File: src/hw/rtl/glpw_pkg.sv
`timescale 1ns / 1ps
// ----------------------------------------------------------------------------
// Grid line path walker package
// Shared codes, control structs and sizing helpers for the line walker.
// ----------------------------------------------------------------------------
package glpw_pkg;

   // Command carried by an input item.
   typedef enum logic {
      CMD_START    = 1'b0,
      CMD_CONTINUE = 1'b1
   } command_type;

   // Major axis of the walk.
   typedef enum logic [1:0] {
      AXIS_VERTICAL   = 2'd0,
      AXIS_HORIZONTAL = 2'd1,
      AXIS_DIAGONAL   = 2'd2
   } axis_mode_type;

   // Options latched by a start item.
   typedef struct packed {
      logic stop_at_occupant;
      logic info_mode;
      logic pass_through;
   } walk_flags_type;

   // Map status of the cell given last, sent with a continue item.
   typedef struct packed {
      logic projectable;
      logic believed_wall;
      logic occupied;
   } cell_status_type;

   // Path length counter width.
   localparam int LEN_W = 8;

   // Configuration port.
   localparam int             CSR_DATA_W          = 32;
   localparam int             CSR_ADDR_W          = 3;
   localparam logic           CSR_IDX_RANGE_LIMIT = 1'b0;
   localparam logic [LEN_W-1:0] RANGE_LIMIT_RESET = 8'd20;

   // Width of one classified item in the queue between front and back.
   // Layout: command, flags, status, same cell, mode, two step signs,
   // first row/col, target row/col, half unit and minor square.
   function automatic int entry_width(input int coord_bits);
      return 12 + 8 * coord_bits;
   endfunction

endpackage

File: src/hw/rtl/glpw_queue.sv
`timescale 1ns / 1ps
// ----------------------------------------------------------------------------
// Grid line path walker queue
// Short register queue that decouples the classifier from the walk engine.
// ----------------------------------------------------------------------------
module glpw_queue #(
   parameter int WIDTH = 76,
   parameter int DEPTH = 2
) (
   input  logic             clock,
   input  logic             reset,
   input  logic             push,
   input  logic [WIDTH-1:0] push_data,
   input  logic             pop,
   output logic [WIDTH-1:0] pop_data,
   output logic             empty,
   output logic             full
);

   localparam int PTR_W = (DEPTH > 1) ? $clog2(DEPTH) : 1;
   localparam int CNT_W = $clog2(DEPTH + 1);

   logic [WIDTH-1:0] data_ff [DEPTH];
   logic [PTR_W-1:0] wr_ptr_ff, wr_ptr_in;
   logic [PTR_W-1:0] rd_ptr_ff, rd_ptr_in;
   logic [CNT_W-1:0] count_ff, count_in;

   function automatic logic [PTR_W-1:0] next_ptr(input logic [PTR_W-1:0] p);
      return (p == PTR_W'(DEPTH - 1)) ? '0 : p + PTR_W'(1);
   endfunction

   assign empty    = (count_ff == '0);
   assign full     = (count_ff == CNT_W'(DEPTH));
   assign pop_data = data_ff[rd_ptr_ff];

   always_comb begin
      wr_ptr_in = push ? next_ptr(wr_ptr_ff) : wr_ptr_ff;
      rd_ptr_in = pop ? next_ptr(rd_ptr_ff) : rd_ptr_ff;
      count_in  = count_ff;
      if (push && !pop) begin
         count_in = count_ff + CNT_W'(1);
      end else if (pop && !push) begin
         count_in = count_ff - CNT_W'(1);
      end
   end

   always_ff @(posedge clock) begin
      if (reset) begin
         wr_ptr_ff <= '0;
         rd_ptr_ff <= '0;
         count_ff  <= '0;
      end else begin
         wr_ptr_ff <= wr_ptr_in;
         rd_ptr_ff <= rd_ptr_in;
         count_ff  <= count_in;
      end
   end

   always_ff @(posedge clock) begin
      if (push) begin
         data_ff[wr_ptr_ff] <= push_data;
      end
   end

endmodule

File: src/hw/rtl/glpw_front.sv
`timescale 1ns / 1ps
// ----------------------------------------------------------------------------
// Grid line path walker front end
// Accepts items and classifies start items: deltas, axis, slope products.
// ----------------------------------------------------------------------------
module glpw_front #(
   parameter int COORD_BITS = 8
) (
   input  logic                  req_valid,
   output logic                  req_stall,
   input  logic                  req_command,
   input  logic [COORD_BITS-1:0] req_start_y,
   input  logic [COORD_BITS-1:0] req_start_x,
   input  logic [COORD_BITS-1:0] req_end_y,
   input  logic [COORD_BITS-1:0] req_end_x,
   input  logic                  req_pass_through,
   input  logic                  req_info_mode,
   input  logic                  req_stop_at_occupant,
   input  logic                  req_cell_projectable,
   input  logic                  req_cell_believed_wall,
   input  logic                  req_cell_occupied,
   input  logic                  queue_full,
   output logic                  queue_push,
   output logic [glpw_pkg::entry_width(COORD_BITS)-1:0] queue_data
);

   localparam int CB     = COORD_BITS;
   localparam int PROD_W = 2 * COORD_BITS;

   // Same layout as in the back end.
   typedef struct packed {
      glpw_pkg::command_type     command;
      glpw_pkg::walk_flags_type  flags;
      glpw_pkg::cell_status_type status;
      logic                      same_cell;
      glpw_pkg::axis_mode_type   mode;
      logic                      row_neg;
      logic                      col_neg;
      logic [CB-1:0]             first_row;
      logic [CB-1:0]             first_col;
      logic [CB-1:0]             target_row;
      logic [CB-1:0]             target_col;
      logic [PROD_W-1:0]         half_unit;
      logic [PROD_W-1:0]         minor_sq;
   } entry_type;

   entry_type     ent;
   logic [CB-1:0] abs_y;
   logic [CB-1:0] abs_x;
   logic [CB-1:0] minor_len;

   function automatic logic [CB-1:0] step_coord(input logic [CB-1:0] v, input logic neg);
      return neg ? (v - CB'(1)) : (v + CB'(1));
   endfunction

   assign req_stall  = queue_full;
   assign queue_push = req_valid && !queue_full;
   assign queue_data = ent;

   always_comb begin
      ent.command                = glpw_pkg::command_type'(req_command);
      ent.flags.pass_through     = req_pass_through;
      ent.flags.info_mode        = req_info_mode;
      ent.flags.stop_at_occupant = req_stop_at_occupant;
      ent.status.projectable     = req_cell_projectable;
      ent.status.believed_wall   = req_cell_believed_wall;
      ent.status.occupied        = req_cell_occupied;
      ent.same_cell  = (req_start_y == req_end_y) && (req_start_x == req_end_x);
      ent.row_neg    = (req_end_y < req_start_y);
      ent.col_neg    = (req_end_x < req_start_x);
      ent.target_row = req_end_y;
      ent.target_col = req_end_x;

      abs_y = ent.row_neg ? (req_start_y - req_end_y) : (req_end_y - req_start_y);
      abs_x = ent.col_neg ? (req_start_x - req_end_x) : (req_end_x - req_start_x);
      ent.half_unit = PROD_W'(abs_y) * PROD_W'(abs_x);

      if (abs_y > abs_x) begin
         ent.mode  = glpw_pkg::AXIS_VERTICAL;
         minor_len = abs_x;
      end else if (abs_x > abs_y) begin
         ent.mode  = glpw_pkg::AXIS_HORIZONTAL;
         minor_len = abs_y;
      end else begin
         ent.mode  = glpw_pkg::AXIS_DIAGONAL;
         minor_len = '0;
      end
      ent.minor_sq = PROD_W'(minor_len) * PROD_W'(minor_len);

      ent.first_row = (ent.mode == glpw_pkg::AXIS_HORIZONTAL) ? req_start_y
                      : step_coord(req_start_y, ent.row_neg);
      ent.first_col = (ent.mode == glpw_pkg::AXIS_VERTICAL) ? req_start_x
                      : step_coord(req_start_x, ent.col_neg);
   end

endmodule

File: src/hw/rtl/glpw_back.sv
`timescale 1ns / 1ps
// ----------------------------------------------------------------------------
// Grid line path walker back end
// Walk engine: fraction stepper, stop checks and the result register.
// ----------------------------------------------------------------------------
module glpw_back #(
   parameter int COORD_BITS = 8
) (
   input  logic                  clock,
   input  logic                  reset,
   input  logic                  queue_empty,
   input  logic [glpw_pkg::entry_width(COORD_BITS)-1:0] queue_data,
   output logic                  queue_pop,
   input  logic [glpw_pkg::LEN_W-1:0] range_limit,
   output logic                  rsp_valid,
   input  logic                  rsp_stall,
   output logic [COORD_BITS-1:0] rsp_grid_y,
   output logic [COORD_BITS-1:0] rsp_grid_x,
   output logic                  rsp_grid_valid,
   output logic                  rsp_path_done,
   output logic [glpw_pkg::LEN_W-1:0] rsp_path_length
);

   localparam int CB     = COORD_BITS;
   localparam int PROD_W = 2 * COORD_BITS;
   localparam int FRAC_W = 2 * COORD_BITS + 4;
   localparam int LW     = glpw_pkg::LEN_W;

   // Same layout as in the front end.
   typedef struct packed {
      glpw_pkg::command_type     command;
      glpw_pkg::walk_flags_type  flags;
      glpw_pkg::cell_status_type status;
      logic                      same_cell;
      glpw_pkg::axis_mode_type   mode;
      logic                      row_neg;
      logic                      col_neg;
      logic [CB-1:0]             first_row;
      logic [CB-1:0]             first_col;
      logic [CB-1:0]             target_row;
      logic [CB-1:0]             target_col;
      logic [PROD_W-1:0]         half_unit;
      logic [PROD_W-1:0]         minor_sq;
   } entry_type;

   entry_type ent;

   // Walk state
   logic                     active_ff, active_in;
   glpw_pkg::axis_mode_type  mode_ff, mode_in;
   glpw_pkg::walk_flags_type flags_ff, flags_in;
   logic [CB-1:0]            row_ff, row_in;
   logic [CB-1:0]            col_ff, col_in;
   logic [CB-1:0]            tgt_row_ff, tgt_row_in;
   logic [CB-1:0]            tgt_col_ff, tgt_col_in;
   logic                     row_neg_ff, row_neg_in;
   logic                     col_neg_ff, col_neg_in;
   logic signed [FRAC_W-1:0] frac_ff, frac_in;
   logic [PROD_W-1:0]        half_ff, half_in;
   logic [PROD_W:0]          slope_ff, slope_in;
   logic [LW-1:0]            cells_ff, cells_in;
   logic [LW-1:0]            minor_ff, minor_in;

   // Result register
   logic                     rsp_valid_ff, rsp_valid_in;
   logic [CB-1:0]            rsp_y_ff, rsp_y_in;
   logic [CB-1:0]            rsp_x_ff, rsp_x_in;
   logic                     rsp_gv_ff, rsp_gv_in;
   logic                     rsp_done_ff, rsp_done_in;
   logic [LW-1:0]            rsp_len_ff, rsp_len_in;

   logic                     advance;
   logic                     give;
   logic                     stop;
   logic                     take_minor;
   logic                     range_hit;
   logic                     target_hit;
   logic [LW-1:0]            range_k;
   logic signed [FRAC_W-1:0] frac_sum;
   logic signed [FRAC_W-1:0] half_ext;

   function automatic logic [CB-1:0] step_coord(input logic [CB-1:0] v, input logic neg);
      return neg ? (v - CB'(1)) : (v + CB'(1));
   endfunction

   assign ent       = queue_data;
   assign advance   = !queue_empty && (!rsp_valid_ff || !rsp_stall);
   assign queue_pop = advance;

   assign rsp_valid       = rsp_valid_ff;
   assign rsp_grid_y      = rsp_y_ff;
   assign rsp_grid_x      = rsp_x_ff;
   assign rsp_grid_valid  = rsp_gv_ff;
   assign rsp_path_done   = rsp_done_ff;
   assign rsp_path_length = rsp_len_ff;

   always_comb begin
      active_in  = active_ff;
      mode_in    = mode_ff;
      flags_in   = flags_ff;
      row_in     = row_ff;
      col_in     = col_ff;
      tgt_row_in = tgt_row_ff;
      tgt_col_in = tgt_col_ff;
      row_neg_in = row_neg_ff;
      col_neg_in = col_neg_ff;
      frac_in    = frac_ff;
      half_in    = half_ff;
      slope_in   = slope_ff;
      cells_in   = cells_ff;
      minor_in   = minor_ff;
      give       = 1'b0;
      take_minor = 1'b0;
      range_k    = '0;
      range_hit  = 1'b0;
      target_hit = 1'b0;

      half_ext = $signed(FRAC_W'(half_ff));
      frac_sum = frac_ff + $signed(FRAC_W'(slope_ff));

      // A wall stops the walk; info mode trusts the believed map instead.
      stop = (flags_ff.info_mode ? ent.status.believed_wall : !ent.status.projectable)
             || (flags_ff.stop_at_occupant && ent.status.occupied);

      if (ent.command == glpw_pkg::CMD_START) begin
         flags_in   = ent.flags;
         tgt_row_in = ent.target_row;
         tgt_col_in = ent.target_col;
         cells_in   = '0;
         minor_in   = '0;
         frac_in    = '0;
         half_in    = '0;
         slope_in   = '0;
         if (ent.same_cell) begin
            active_in = 1'b0;
         end else begin
            active_in  = 1'b1;
            mode_in    = ent.mode;
            row_neg_in = ent.row_neg;
            col_neg_in = ent.col_neg;
            half_in    = ent.half_unit;
            frac_in    = $signed(FRAC_W'(ent.minor_sq));
            slope_in   = {ent.minor_sq, 1'b0};
            row_in     = ent.first_row;
            col_in     = ent.first_col;
            give       = 1'b1;
         end
      end else if (!active_ff) begin
         active_in = 1'b0;
      end else if (stop) begin
         active_in = 1'b0;
      end else begin
         give = 1'b1;
         if (mode_ff == glpw_pkg::AXIS_DIAGONAL) begin
            row_in = step_coord(row_ff, row_neg_ff);
            col_in = step_coord(col_ff, col_neg_ff);
         end else begin
            if (slope_ff != '0) begin
               frac_in = frac_sum;
               if (frac_sum >= half_ext) begin
                  frac_in    = frac_sum - (half_ext <<< 1);
                  take_minor = 1'b1;
                  minor_in   = minor_ff + LW'(1);
               end
            end
            if (mode_ff == glpw_pkg::AXIS_VERTICAL) begin
               row_in = step_coord(row_ff, row_neg_ff);
               if (take_minor) begin
                  col_in = step_coord(col_ff, col_neg_ff);
               end
            end else begin
               col_in = step_coord(col_ff, col_neg_ff);
               if (take_minor) begin
                  row_in = step_coord(row_ff, row_neg_ff);
               end
            end
         end
      end

      if (give) begin
         cells_in   = cells_in + LW'(1);
         range_k    = (mode_in == glpw_pkg::AXIS_DIAGONAL) ? cells_in : minor_in;
         range_hit  = ({1'b0, cells_in} + {2'b00, range_k[LW-1:1]}) >= {1'b0, range_limit};
         target_hit = !flags_in.pass_through && (row_in == tgt_row_in)
                      && (col_in == tgt_col_in);
         if (range_hit || target_hit) begin
            active_in = 1'b0;
         end
      end

      rsp_y_in    = give ? row_in : '0;
      rsp_x_in    = give ? col_in : '0;
      rsp_gv_in   = give;
      rsp_done_in = give ? (range_hit || target_hit) : 1'b1;
      rsp_len_in  = cells_in;

      if (advance) begin
         rsp_valid_in = 1'b1;
      end else begin
         rsp_valid_in = rsp_valid_ff && rsp_stall;
      end
   end

   always_ff @(posedge clock) begin
      if (reset) begin
         active_ff    <= 1'b0;
         mode_ff      <= glpw_pkg::AXIS_VERTICAL;
         flags_ff     <= '0;
         cells_ff     <= '0;
         minor_ff     <= '0;
         rsp_valid_ff <= 1'b0;
      end else begin
         rsp_valid_ff <= rsp_valid_in;
         if (advance) begin
            active_ff <= active_in;
            mode_ff   <= mode_in;
            flags_ff  <= flags_in;
            cells_ff  <= cells_in;
            minor_ff  <= minor_in;
         end
      end
   end

   always_ff @(posedge clock) begin
      if (advance) begin
         row_ff      <= row_in;
         col_ff      <= col_in;
         tgt_row_ff  <= tgt_row_in;
         tgt_col_ff  <= tgt_col_in;
         row_neg_ff  <= row_neg_in;
         col_neg_ff  <= col_neg_in;
         frac_ff     <= frac_in;
         half_ff     <= half_in;
         slope_ff    <= slope_in;
         rsp_y_ff    <= rsp_y_in;
         rsp_x_ff    <= rsp_x_in;
         rsp_gv_ff   <= rsp_gv_in;
         rsp_done_ff <= rsp_done_in;
         rsp_len_ff  <= rsp_len_in;
      end
   end

endmodule

File: src/hw/rtl/grid_line_path_walker.sv
`timescale 1ns / 1ps
// ----------------------------------------------------------------------------
// Grid line path walker
// Gives the grid cells of a line, one per item, with range and wall stops.
// ----------------------------------------------------------------------------
// Usage: send a start item (command 0) with origin, target and options; the
// result carries the first cell of the line. Each continue item (command 1)
// reports the map status of the cell just given and gets the next cell, or
// grid_valid 0 with path_done 1 when a wall or occupant ends the walk.
// Both channels use valid/stall; an item moves when valid is high and stall
// is low. The user must write the range limit register over the APB-style
// csr_ port only while no item is in flight; the block does not enforce it.
// An accepted item waits in the classifier queue; the walk engine then takes
// it and registers its result in the result register, which offers it.
// Throughput: one item per cycle, start items too, while the receiver does
// not stall; set by the single fraction add, compare and subtract in the
// walk engine. When the receiver stalls, the result register holds and the
// two-entry queue keeps accepting until it is full, then req_stall rises.
// Reset clears the walk (no walk active, path length zero) and sets the
// range limit to 20.
// ----------------------------------------------------------------------------
module grid_line_path_walker #(
   parameter int COORD_BITS = 8
) (
   input  logic                  clock,
   input  logic                  reset,
   // Input items
   input  logic                  req_valid,
   output logic                  req_stall,
   input  logic                  req_command,
   input  logic [COORD_BITS-1:0] req_start_y,
   input  logic [COORD_BITS-1:0] req_start_x,
   input  logic [COORD_BITS-1:0] req_end_y,
   input  logic [COORD_BITS-1:0] req_end_x,
   input  logic                  req_pass_through,
   input  logic                  req_info_mode,
   input  logic                  req_stop_at_occupant,
   input  logic                  req_cell_projectable,
   input  logic                  req_cell_believed_wall,
   input  logic                  req_cell_occupied,
   // Result items
   output logic                  rsp_valid,
   input  logic                  rsp_stall,
   output logic [COORD_BITS-1:0] rsp_grid_y,
   output logic [COORD_BITS-1:0] rsp_grid_x,
   output logic                  rsp_grid_valid,
   output logic                  rsp_path_done,
   output logic [glpw_pkg::LEN_W-1:0] rsp_path_length,
   // Configuration
   input  logic                  csr_psel,
   input  logic                  csr_penable,
   input  logic                  csr_pwrite,
   input  logic [glpw_pkg::CSR_ADDR_W-1:0] csr_paddr,
   input  logic [glpw_pkg::CSR_DATA_W-1:0] csr_pwdata,
   output logic [glpw_pkg::CSR_DATA_W-1:0] csr_prdata,
   output logic                  csr_pready
);

   localparam int ENTRY_W = glpw_pkg::entry_width(COORD_BITS);
   localparam int LW      = glpw_pkg::LEN_W;
   localparam int DW      = glpw_pkg::CSR_DATA_W;
   localparam int AW      = glpw_pkg::CSR_ADDR_W;

   logic [LW-1:0]      range_limit_ff, range_limit_in;
   logic               csr_hit;
   logic               queue_push;
   logic               queue_pop;
   logic               queue_empty;
   logic               queue_full;
   logic [ENTRY_W-1:0] push_data;
   logic [ENTRY_W-1:0] pop_data;

   // Registers sit at word addresses; the low two address bits are ignored.
   assign csr_hit    = (csr_paddr[AW-1:2] == glpw_pkg::CSR_IDX_RANGE_LIMIT);
   assign csr_pready = 1'b1;
   assign csr_prdata = csr_hit ? DW'(range_limit_ff) : '0;

   always_comb begin
      range_limit_in = range_limit_ff;
      if (csr_psel && csr_penable && csr_pwrite && csr_pready && csr_hit) begin
         range_limit_in = csr_pwdata[LW-1:0];
      end
   end

   always_ff @(posedge clock) begin
      if (reset) begin
         range_limit_ff <= glpw_pkg::RANGE_LIMIT_RESET;
      end else begin
         range_limit_ff <= range_limit_in;
      end
   end

   glpw_front #(
      .COORD_BITS(COORD_BITS)
   ) u_front (
      .req_valid              (req_valid),
      .req_stall              (req_stall),
      .req_command            (req_command),
      .req_start_y            (req_start_y),
      .req_start_x            (req_start_x),
      .req_end_y              (req_end_y),
      .req_end_x              (req_end_x),
      .req_pass_through       (req_pass_through),
      .req_info_mode          (req_info_mode),
      .req_stop_at_occupant   (req_stop_at_occupant),
      .req_cell_projectable   (req_cell_projectable),
      .req_cell_believed_wall (req_cell_believed_wall),
      .req_cell_occupied      (req_cell_occupied),
      .queue_full             (queue_full),
      .queue_push             (queue_push),
      .queue_data             (push_data)
   );

   glpw_queue #(
      .WIDTH(ENTRY_W),
      .DEPTH(2)
   ) u_queue (
      .clock     (clock),
      .reset     (reset),
      .push      (queue_push),
      .push_data (push_data),
      .pop       (queue_pop),
      .pop_data  (pop_data),
      .empty     (queue_empty),
      .full      (queue_full)
   );

   glpw_back #(
      .COORD_BITS(COORD_BITS)
   ) u_back (
      .clock           (clock),
      .reset           (reset),
      .queue_empty     (queue_empty),
      .queue_data      (pop_data),
      .queue_pop       (queue_pop),
      .range_limit     (range_limit_ff),
      .rsp_valid       (rsp_valid),
      .rsp_stall       (rsp_stall),
      .rsp_grid_y      (rsp_grid_y),
      .rsp_grid_x      (rsp_grid_x),
      .rsp_grid_valid  (rsp_grid_valid),
      .rsp_path_done   (rsp_path_done),
      .rsp_path_length (rsp_path_length)
   );

endmodule

File: config.mk
export PLATFORM = sky130hd
export DESIGN_NAME = grid_line_path_walker
export DESIGN_NICKNAME = d
export VERILOG_FILES = /design/src/hw/rtl/glpw_pkg.sv /design/src/hw/rtl/glpw_queue.sv /design/src/hw/rtl/glpw_front.sv /design/src/hw/rtl/glpw_back.sv /design/src/hw/rtl/grid_line_path_walker.sv
export SDC_FILE = /design/constraint.sdc
export NUM_CORES = 1
export LEC_CHECK = 0
export BUFFER_PORTS_ARGS = -buffer_cell sky130_fd_sc_hd__buf_2
export CAP_MARGIN = 15
export CORE_MARGIN = 2
export CORE_UTILIZATION = 60
export CTS_BUF_LIST = sky130_fd_sc_hd__clkbuf_4 sky130_fd_sc_hd__clkbuf_8
export CTS_CLUSTER_SIZE = 30
export DETAILED_ROUTE_END_ITERATION = 7
export PLACE_DENSITY = 0.82
export RECOVER_POWER = 100
export SYNTH_ARGS = -nofsm -noshare
export SYNTH_HDL_FRONTEND = slang
export SYNTH_HIERARCHICAL = 1
export SYNTH_SLANG_ARGS = --single-unit
File: constraint.sdc
create_clock -name clock -period 11.35 [get_ports clock]
set_input_delay 1.135 -clock clock [delete_from_list [all_inputs] [get_ports clock]]
set_output_delay 1.135 -clock clock [all_outputs]
set_load 0.02 [all_outputs]
==> results of run 1 <==
## routing by layer
metal  global-route usage  vias up  part of all wire
li1                     -     7698                 -
met1                0.347     7840              0.44
met2                0.421      545              0.47
met3               0.0297       99             0.058
met4               0.0832        0             0.030
met5                    0        -                 0
## metrics by stage
| step | utilization | cell area [µm²] | std cells |
|---|---|---|---|
| after global routing | 0.642 | 24100 | 2761 |
| after detailed placement | 0.623 | 23400 | 2679 |
| after floorplan | - | 22900 | 2172 |
| after CTS | 0.648 | 24300 | 2760 |
| final | 0.642 | 24100 | 2761 |
| after global placement | 0.623 | 23400 | 2679 |
## flip-flops by register name, summed over array words and instances, names as in the netlist, 2 cells and up, named ones only
signal,flops
u_back/slope_ff,16
u_back/row_ff,8
u_back/mode_ff,2
u_back/tgt_col_ff,8
u_queue/count_ff,2
range_limit_ff,8
u_back/rsp_grid_x,8
u_back/cells_ff,8
u_back/rsp_path_length,8
u_back/frac_ff,20
u_back/minor_ff,8
u_back/flags_ff,3
u_back/half_ff,16
u_queue/data_ff,152
u_back/rsp_grid_y,8
u_back/tgt_row_ff,8
u_back/col_ff,8
## synth_stat cells, drive strengths merged, types with 36 or more instances
master,count
nand2,122
ha,202
dfxtp,36
nor2b,54
mux2i,48
buf,76
fa,72
xnor2,78
nor2,176
a21o,41
a21oi,136
o21ai,79
mux2,97
edfxtp,264
inv,213
xor2,51
## final timing paths
path                                                       from                                 end  slack [ns]  cells after the start
worst min-delay path            u_back/flags_ff[2]$_SDFFE_PP0P_     u_back/flags_ff[2]$_SDFFE_PP0P_        0.48                      2
worst min register to register  u_back/flags_ff[2]$_SDFFE_PP0P_     u_back/flags_ff[2]$_SDFFE_PP0P_        0.48                      2
worst max-delay path                               req_end_y[5]    u_queue/data_ff[0][12]$_DFFE_PP_        1.44                     31
worst max register to register                         register  u_back/rsp_path_done$_SDFFCE_PN1P_        3.07                     11
## area by class of cell
cell class / instances / share of cell area
tap: 511 / 0.0265
inverter: 213 / 0.0332
clock inverter: 20 / 0.00752
sequential: 300 / 0.358
timing repair buffer: 103 / 0.0179
clock buffer: 61 / 0.0319
multi-input combinational: 1553 / 0.525
## cell families (layout without fill, tap and decap cells)
logic type      count (synthesis)  after routing  synth area share
simple gates                  549            549             0.121
compound gates                430            430             0.130
buf+inv                       319            397            0.0651
flops                         300            300             0.379
fa+ha+maj                     274            274             0.174
mux                           145            145            0.0775
xor+xnor                      129            129            0.0522
other cells                     3             26          0.000494
## cell usage in the layout, fill, tap and decap left out, drive strengths merged, types with 7 or more instances in the layout
cell type / Yosys / final
and2b: 9 / 9
inv: 213 / 214
nand2: 122 / 122
nand3: 23 / 23
clkinv: 0 / 15
ha: 202 / 202
mux2: 97 / 97
o22ai: 12 / 12
nand4: 12 / 12
a31oi: 16 / 16
nor2b: 54 / 54
xor2: 51 / 51
or3: 15 / 15
o2111ai: 9 / 9
a211oi: 21 / 21
fa: 72 / 72
a211o: 7 / 7
nor4: 8 / 8
a21o: 41 / 41
edfxtp: 264 / 264
mux2i: 48 / 48
o21a: 18 / 18
o31ai: 8 / 8
xnor2: 78 / 78
o21ai: 79 / 79
dfxtp: 36 / 36
nand2b: 33 / 33
nor2: 176 / 176
conb: 3 / 26
buf: 76 / 32
and2: 28 / 28
and3: 11 / 11
a21oi: 136 / 136
o21bai: 12 / 12
nor3: 29 / 29
clkbuf: 30 / 132
## worst max-delay path: cells and delay by family
kind                     cells  cell delay, ns
adder cells (fa/ha/maj)      7            3.07
AO/OA/AOI/OAI                8            2.87
AND/OR/NAND/NOR              5            1.33
buffers and inverters        8            0.85
XOR/XNOR                     2            0.61
multiplexers                 1            0.33
==> impl_results.md, run 1 <==
* Num CTS Buffers at 48
* IO Count at 142
* Diode count at 0
* Asr flop ratio synth at 0
* Overall Global Routing Usage at 0.253
* Register Area at around 0.0086 mm²
* Req. time, crit path at approximately 12 ns
* Placement Setup Slack at 1.35 ns
* Final Net Count at roughly 2600
* Status: finished with violations
* #FFs+latches synth at 300
* Critical Path AT at 10.23 ns
* Maximum Capacitance Violations at 11
* Most frequent CP cell: inv_1
* Clk_skew at 0.0493 ns
* TritonCTS clock tree: yes
* Remaining global-route overflow at 0
* Core area at 0.0376 mm²
* Vias at 16200
* Root Driver: clkbuf_8
* HPWL after detailed placement at 37400 µm
* Via/cell ratio at a little under 6
* Worst-Skew Late Latency at a little over 0.6 ns
* Final Hold Vio Count at 0
* Mapped Avg Cell Area at 10.6 µm²
* First-pass GRT wire length at 79600 µm
* Die ar. at 0.0396 mm²
* DR DRC count at 0
* Crit end category: register
* CTS Hold Buffers Added at 0
* Post-route antenna net violation count at 0
* Slowest stage delay, CP at 0.90 ns
* WL/cell at approximately 18 µm
* Setup Buffers After CTS at 0
* Failing checks: max-capacitance violations, max-slew violations
* I/O Buffers at 90
* Unrepaired setup endpoints after global routing: false
* Initial Utilization at 0.607
* Worst Tran Pin Value at 5.38 ns
* Post-CTS sizing at 0
* Largest cells by area after synthesis: edfxtp_1 (35%), ha_1 (11%), fa_1 (6.3%), inv_1 (3.4%), dfxtp_1 (3.2%)
* Setup TNS at 0 ns
* H-tree depth at 2
* Crit Path Category: input pin to register
* Synth Flop Type: edfxtp_1
* Largest area contributor in the netlist: edfxtp_1
* Mapped cell area at 0.0228 mm²
* Slew Limit Headroom at -2.59
* Critical Path Source Type: input pin
* Pre-antenna DRT Iters at 7
* Filler instances at 2948
* Largest net degree at the start of global routing at 77
* Final Max Slew Viols at around 530
* Period utilization at 0.873
* Top-area cell type share of the netlist area at 0.348
* HP Class: register to register
* Layout cells sized above 1 at 0.103
* Post-synth cell types at 107
* Area of the multi-input gates at 0.0127 mm²
* Ys Warns at 6
* Final WS setup at between 1 and 1.5 ns
* Die width at 199 µm
* Via count of the first global-routing pass at 15600
* Worst-path maximum fanout at 11
* Height of the die at 199 µm
* Min Hold Slack at 0.484 ns
* # clock sinks at 300
* P&R area growth vs syn at 5.87%
* Std cell rows at 71
* Synth Instances at 2149
* EDFF count, synth at 264
* F_max at between 100 and 150 MHz
* Max clock buf depth at 3
* Clk slew on worst S/H paths at ~0.06 ns
* Final setup violation count at 0
* Min Tclk post-route at just under 10 ns
* Sequential share of the synthesized area at 0.379
* Initial antenna violation count at 0
* 1st-iter DRT viols at 1300
* Final GP Congestion at roughly 0.93
* Critical-path top delay cell: o21bai_1
* Final WL at 50000 µm
Power of run 1 is left out: the tool's default activity adds up to more than one toggle a clock period on the data nets, which glitch-free logic cannot reach.
==> run 2, diff against run 1 <==
==> constraint.sdc (replaced) <==
create_clock -name clock -period 11.35 [get_ports clock]
set_input_delay 2.27 -clock clock [delete_from_list [all_inputs] [get_ports clock]]
set_output_delay 2.27 -clock clock [all_outputs]
set_load 0.02 [all_outputs]
==> impl_results.md, run 2 (same netlist as run 1, synthesis figures left out) <==
* Status: finished with violations (unchanged)
* Failing checks: max-capacitance violations, max-slew violations (unchanged)
* Worst-Skew Late Latency at 0.62 ns (was 0.61 ns)
* F_max at 93.9 MHz (was 101 MHz)
* Largest Register: u_queue/data_ff (unchanged)
* # clock sinks at 300 (unchanged)
* HPWL after detailed placement at 38300 µm (was 37400 µm)
* Slowest stage delay, CP at 0.64 ns (was 0.90 ns)
* WL/cell at 18.3 µm (was 18.1 µm)
* Final WL at 50700 µm (was 50000 µm)
* Height of the die at 199 µm (unchanged)
* Crit Path Category: input pin to register (unchanged)
* Worst Tran Pin Value at 3.63 ns (was 5.38 ns)
* P&R area growth vs syn at 6.09% (was 5.87%)
* Most frequent cells in the layout: edfxtp_1 (264), inv_1 (206), ha_1 (202) (was edfxtp_1 (264), inv_1 (205), ha_1 (202))
* Final Net Count at 2581 (was 2574)
* Die width at 199 µm (unchanged)
* First-pass GRT wire length at 80800 µm (was 79600 µm)
* CTS Hold Buffers Added at 0 (unchanged)
* Overall Global Routing Usage at 0.257 (was 0.253)
* Root Driver: clkbuf_8 (unchanged)
* Initial antenna violation count at 0 (unchanged)
* Slew Limit Headroom at -1.42 (was -2.59)
* Largest net degree at the start of global routing at 63 (was 77)
* Min Tclk post-route at 10.64 ns (was 9.91 ns)
* Critical-path top delay cell: ha_1 (was o21bai_1)
* Crit end category: register (unchanged)
* Max clock buf depth at 3 (unchanged)
* Setup TNS at 0 ns (unchanged)
* HP Class: register to register (unchanged)
* Layout cells sized above 1 at 0.110 (was 0.103)
* Number of flip-flops in the largest register at 152 (unchanged)
* Unrepaired setup endpoints after global routing: false (unchanged)
* Period utilization at 0.938 (was 0.873)
* Largest regs: u_queue/data_ff (152), u_back/frac_ff (20) (unchanged)
* Clk slew on worst S/H paths at 0.06 ns (about the same)
* Final Max Slew Viols at 552 (was 528)
* Setup Buffers After CTS at 0 (unchanged)
* IO Count at 142 (unchanged)
* Final Hold Vio Count at 0 (unchanged)
* Worst-path maximum fanout at 11 (unchanged)
* Via count of the first global-routing pass at 16000 (was 15600)
* Clk_skew at 0.0437 ns (was 0.0493 ns)
* Pre-antenna DRT Iters at 5 (was 7)
* Critical Path Source Type: input pin (unchanged)
* H-tree depth at 2 (unchanged)
* Core area at 0.0376 mm² (unchanged)
* Post-route antenna net violation count at 0 (unchanged)
* DR DRC count at 0 (unchanged)
* Req. time, crit path at 11.69 ns (was 11.67 ns)
* Post-CTS sizing at 0 (unchanged)
* Die ar. at 0.0396 mm² (unchanged)
* Final GP Congestion at 0.942 (was 0.929)
* TritonCTS clock tree: yes (unchanged)
* Maximum Capacitance Violations at 12 (was 11)
* Initial Utilization at 0.607 (unchanged)
* Diode count at 0 (unchanged)
* Most common cell after layout, fill and taps aside: edfxtp_1 (unchanged)
* Vias at 16200 (about the same)
* Critical Path AT at 10.98 ns (was 10.23 ns)
* Remaining global-route overflow at 0 (unchanged)
* I/O Buffers at 90 (unchanged)
* Std cell rows at 71 (unchanged)
* 1st-iter DRT viols at 1213 (was 1300)
* Final setup violation count at 0 (unchanged)
* FF-to-FF setup slack at 1.63 ns (was 3.07 ns)
* Via/cell ratio at 5.86 (about the same)
* Num CTS Buffers at 48 (unchanged)
-- run 2: critical path: cells and delay by family --
kind / cells / cell delay, ns
adder cells (fa/ha/maj): 7 / 3.11
XOR/XNOR: 2 / 0.38
AND/OR/NAND/NOR: 7 / 1.73
AO/OA/AOI/OAI: 6 / 1.80
multiplexers: 1 / 0.42
buffers and inverters: 7 / 1.29
-- run 2: final cells by class --
type                    instances  area (µm²)
fillers                      2944       13400
multi-input cells            1553       12700
flip-flops and latches        300        8650
inverters                     213         802
clock buffers                  60         769
well taps                     511         639
repair buffers                110         469
clock inverters                22         165
-- run 2: path summary, 6_finish.rpt --
path                                                      start  cells past startpoint                          endpoint
worst max register to register                         register                     21     u_back/active_ff$_SDFFE_PP0P_
worst min-delay path            u_back/flags_ff[0]$_SDFFE_PP0P_                      2   u_back/flags_ff[0]$_SDFFE_PP0P_
worst max-delay path                               req_end_y[5]                     30  u_queue/data_ff[0][12]$_DFFE_PP_
worst min register to register  u_back/flags_ff[0]$_SDFFE_PP0P_                      2   u_back/flags_ff[0]$_SDFFE_PP0P_
-- run 2: stage by stage --
stage,instances,hold slack (ns),cell area (µm²),worst slack [ns],utilization
global placement,2687,0.463,23500,0.706,0.624
detailed placement,2687,0.466,23500,0.498,0.624
finish,2769,0.483,24200,0.706,0.643
CTS,2769,0.478,24400,1.13,0.649
floorplan,2172,0.448,22900,1.78,-
global route,2769,0.504,24200,0.292,0.643
-- run 2: per-layer routing --
layer	wire length, µm	global-route usage	up-vias
met5	0	0	-
met4	1640	0.0954	0
met3	3030	0.0353	108
met2	24300	0.437	548
met1	21700	0.336	7862
li1	-	-	7707
Power of run 2 is left out for the same reason.
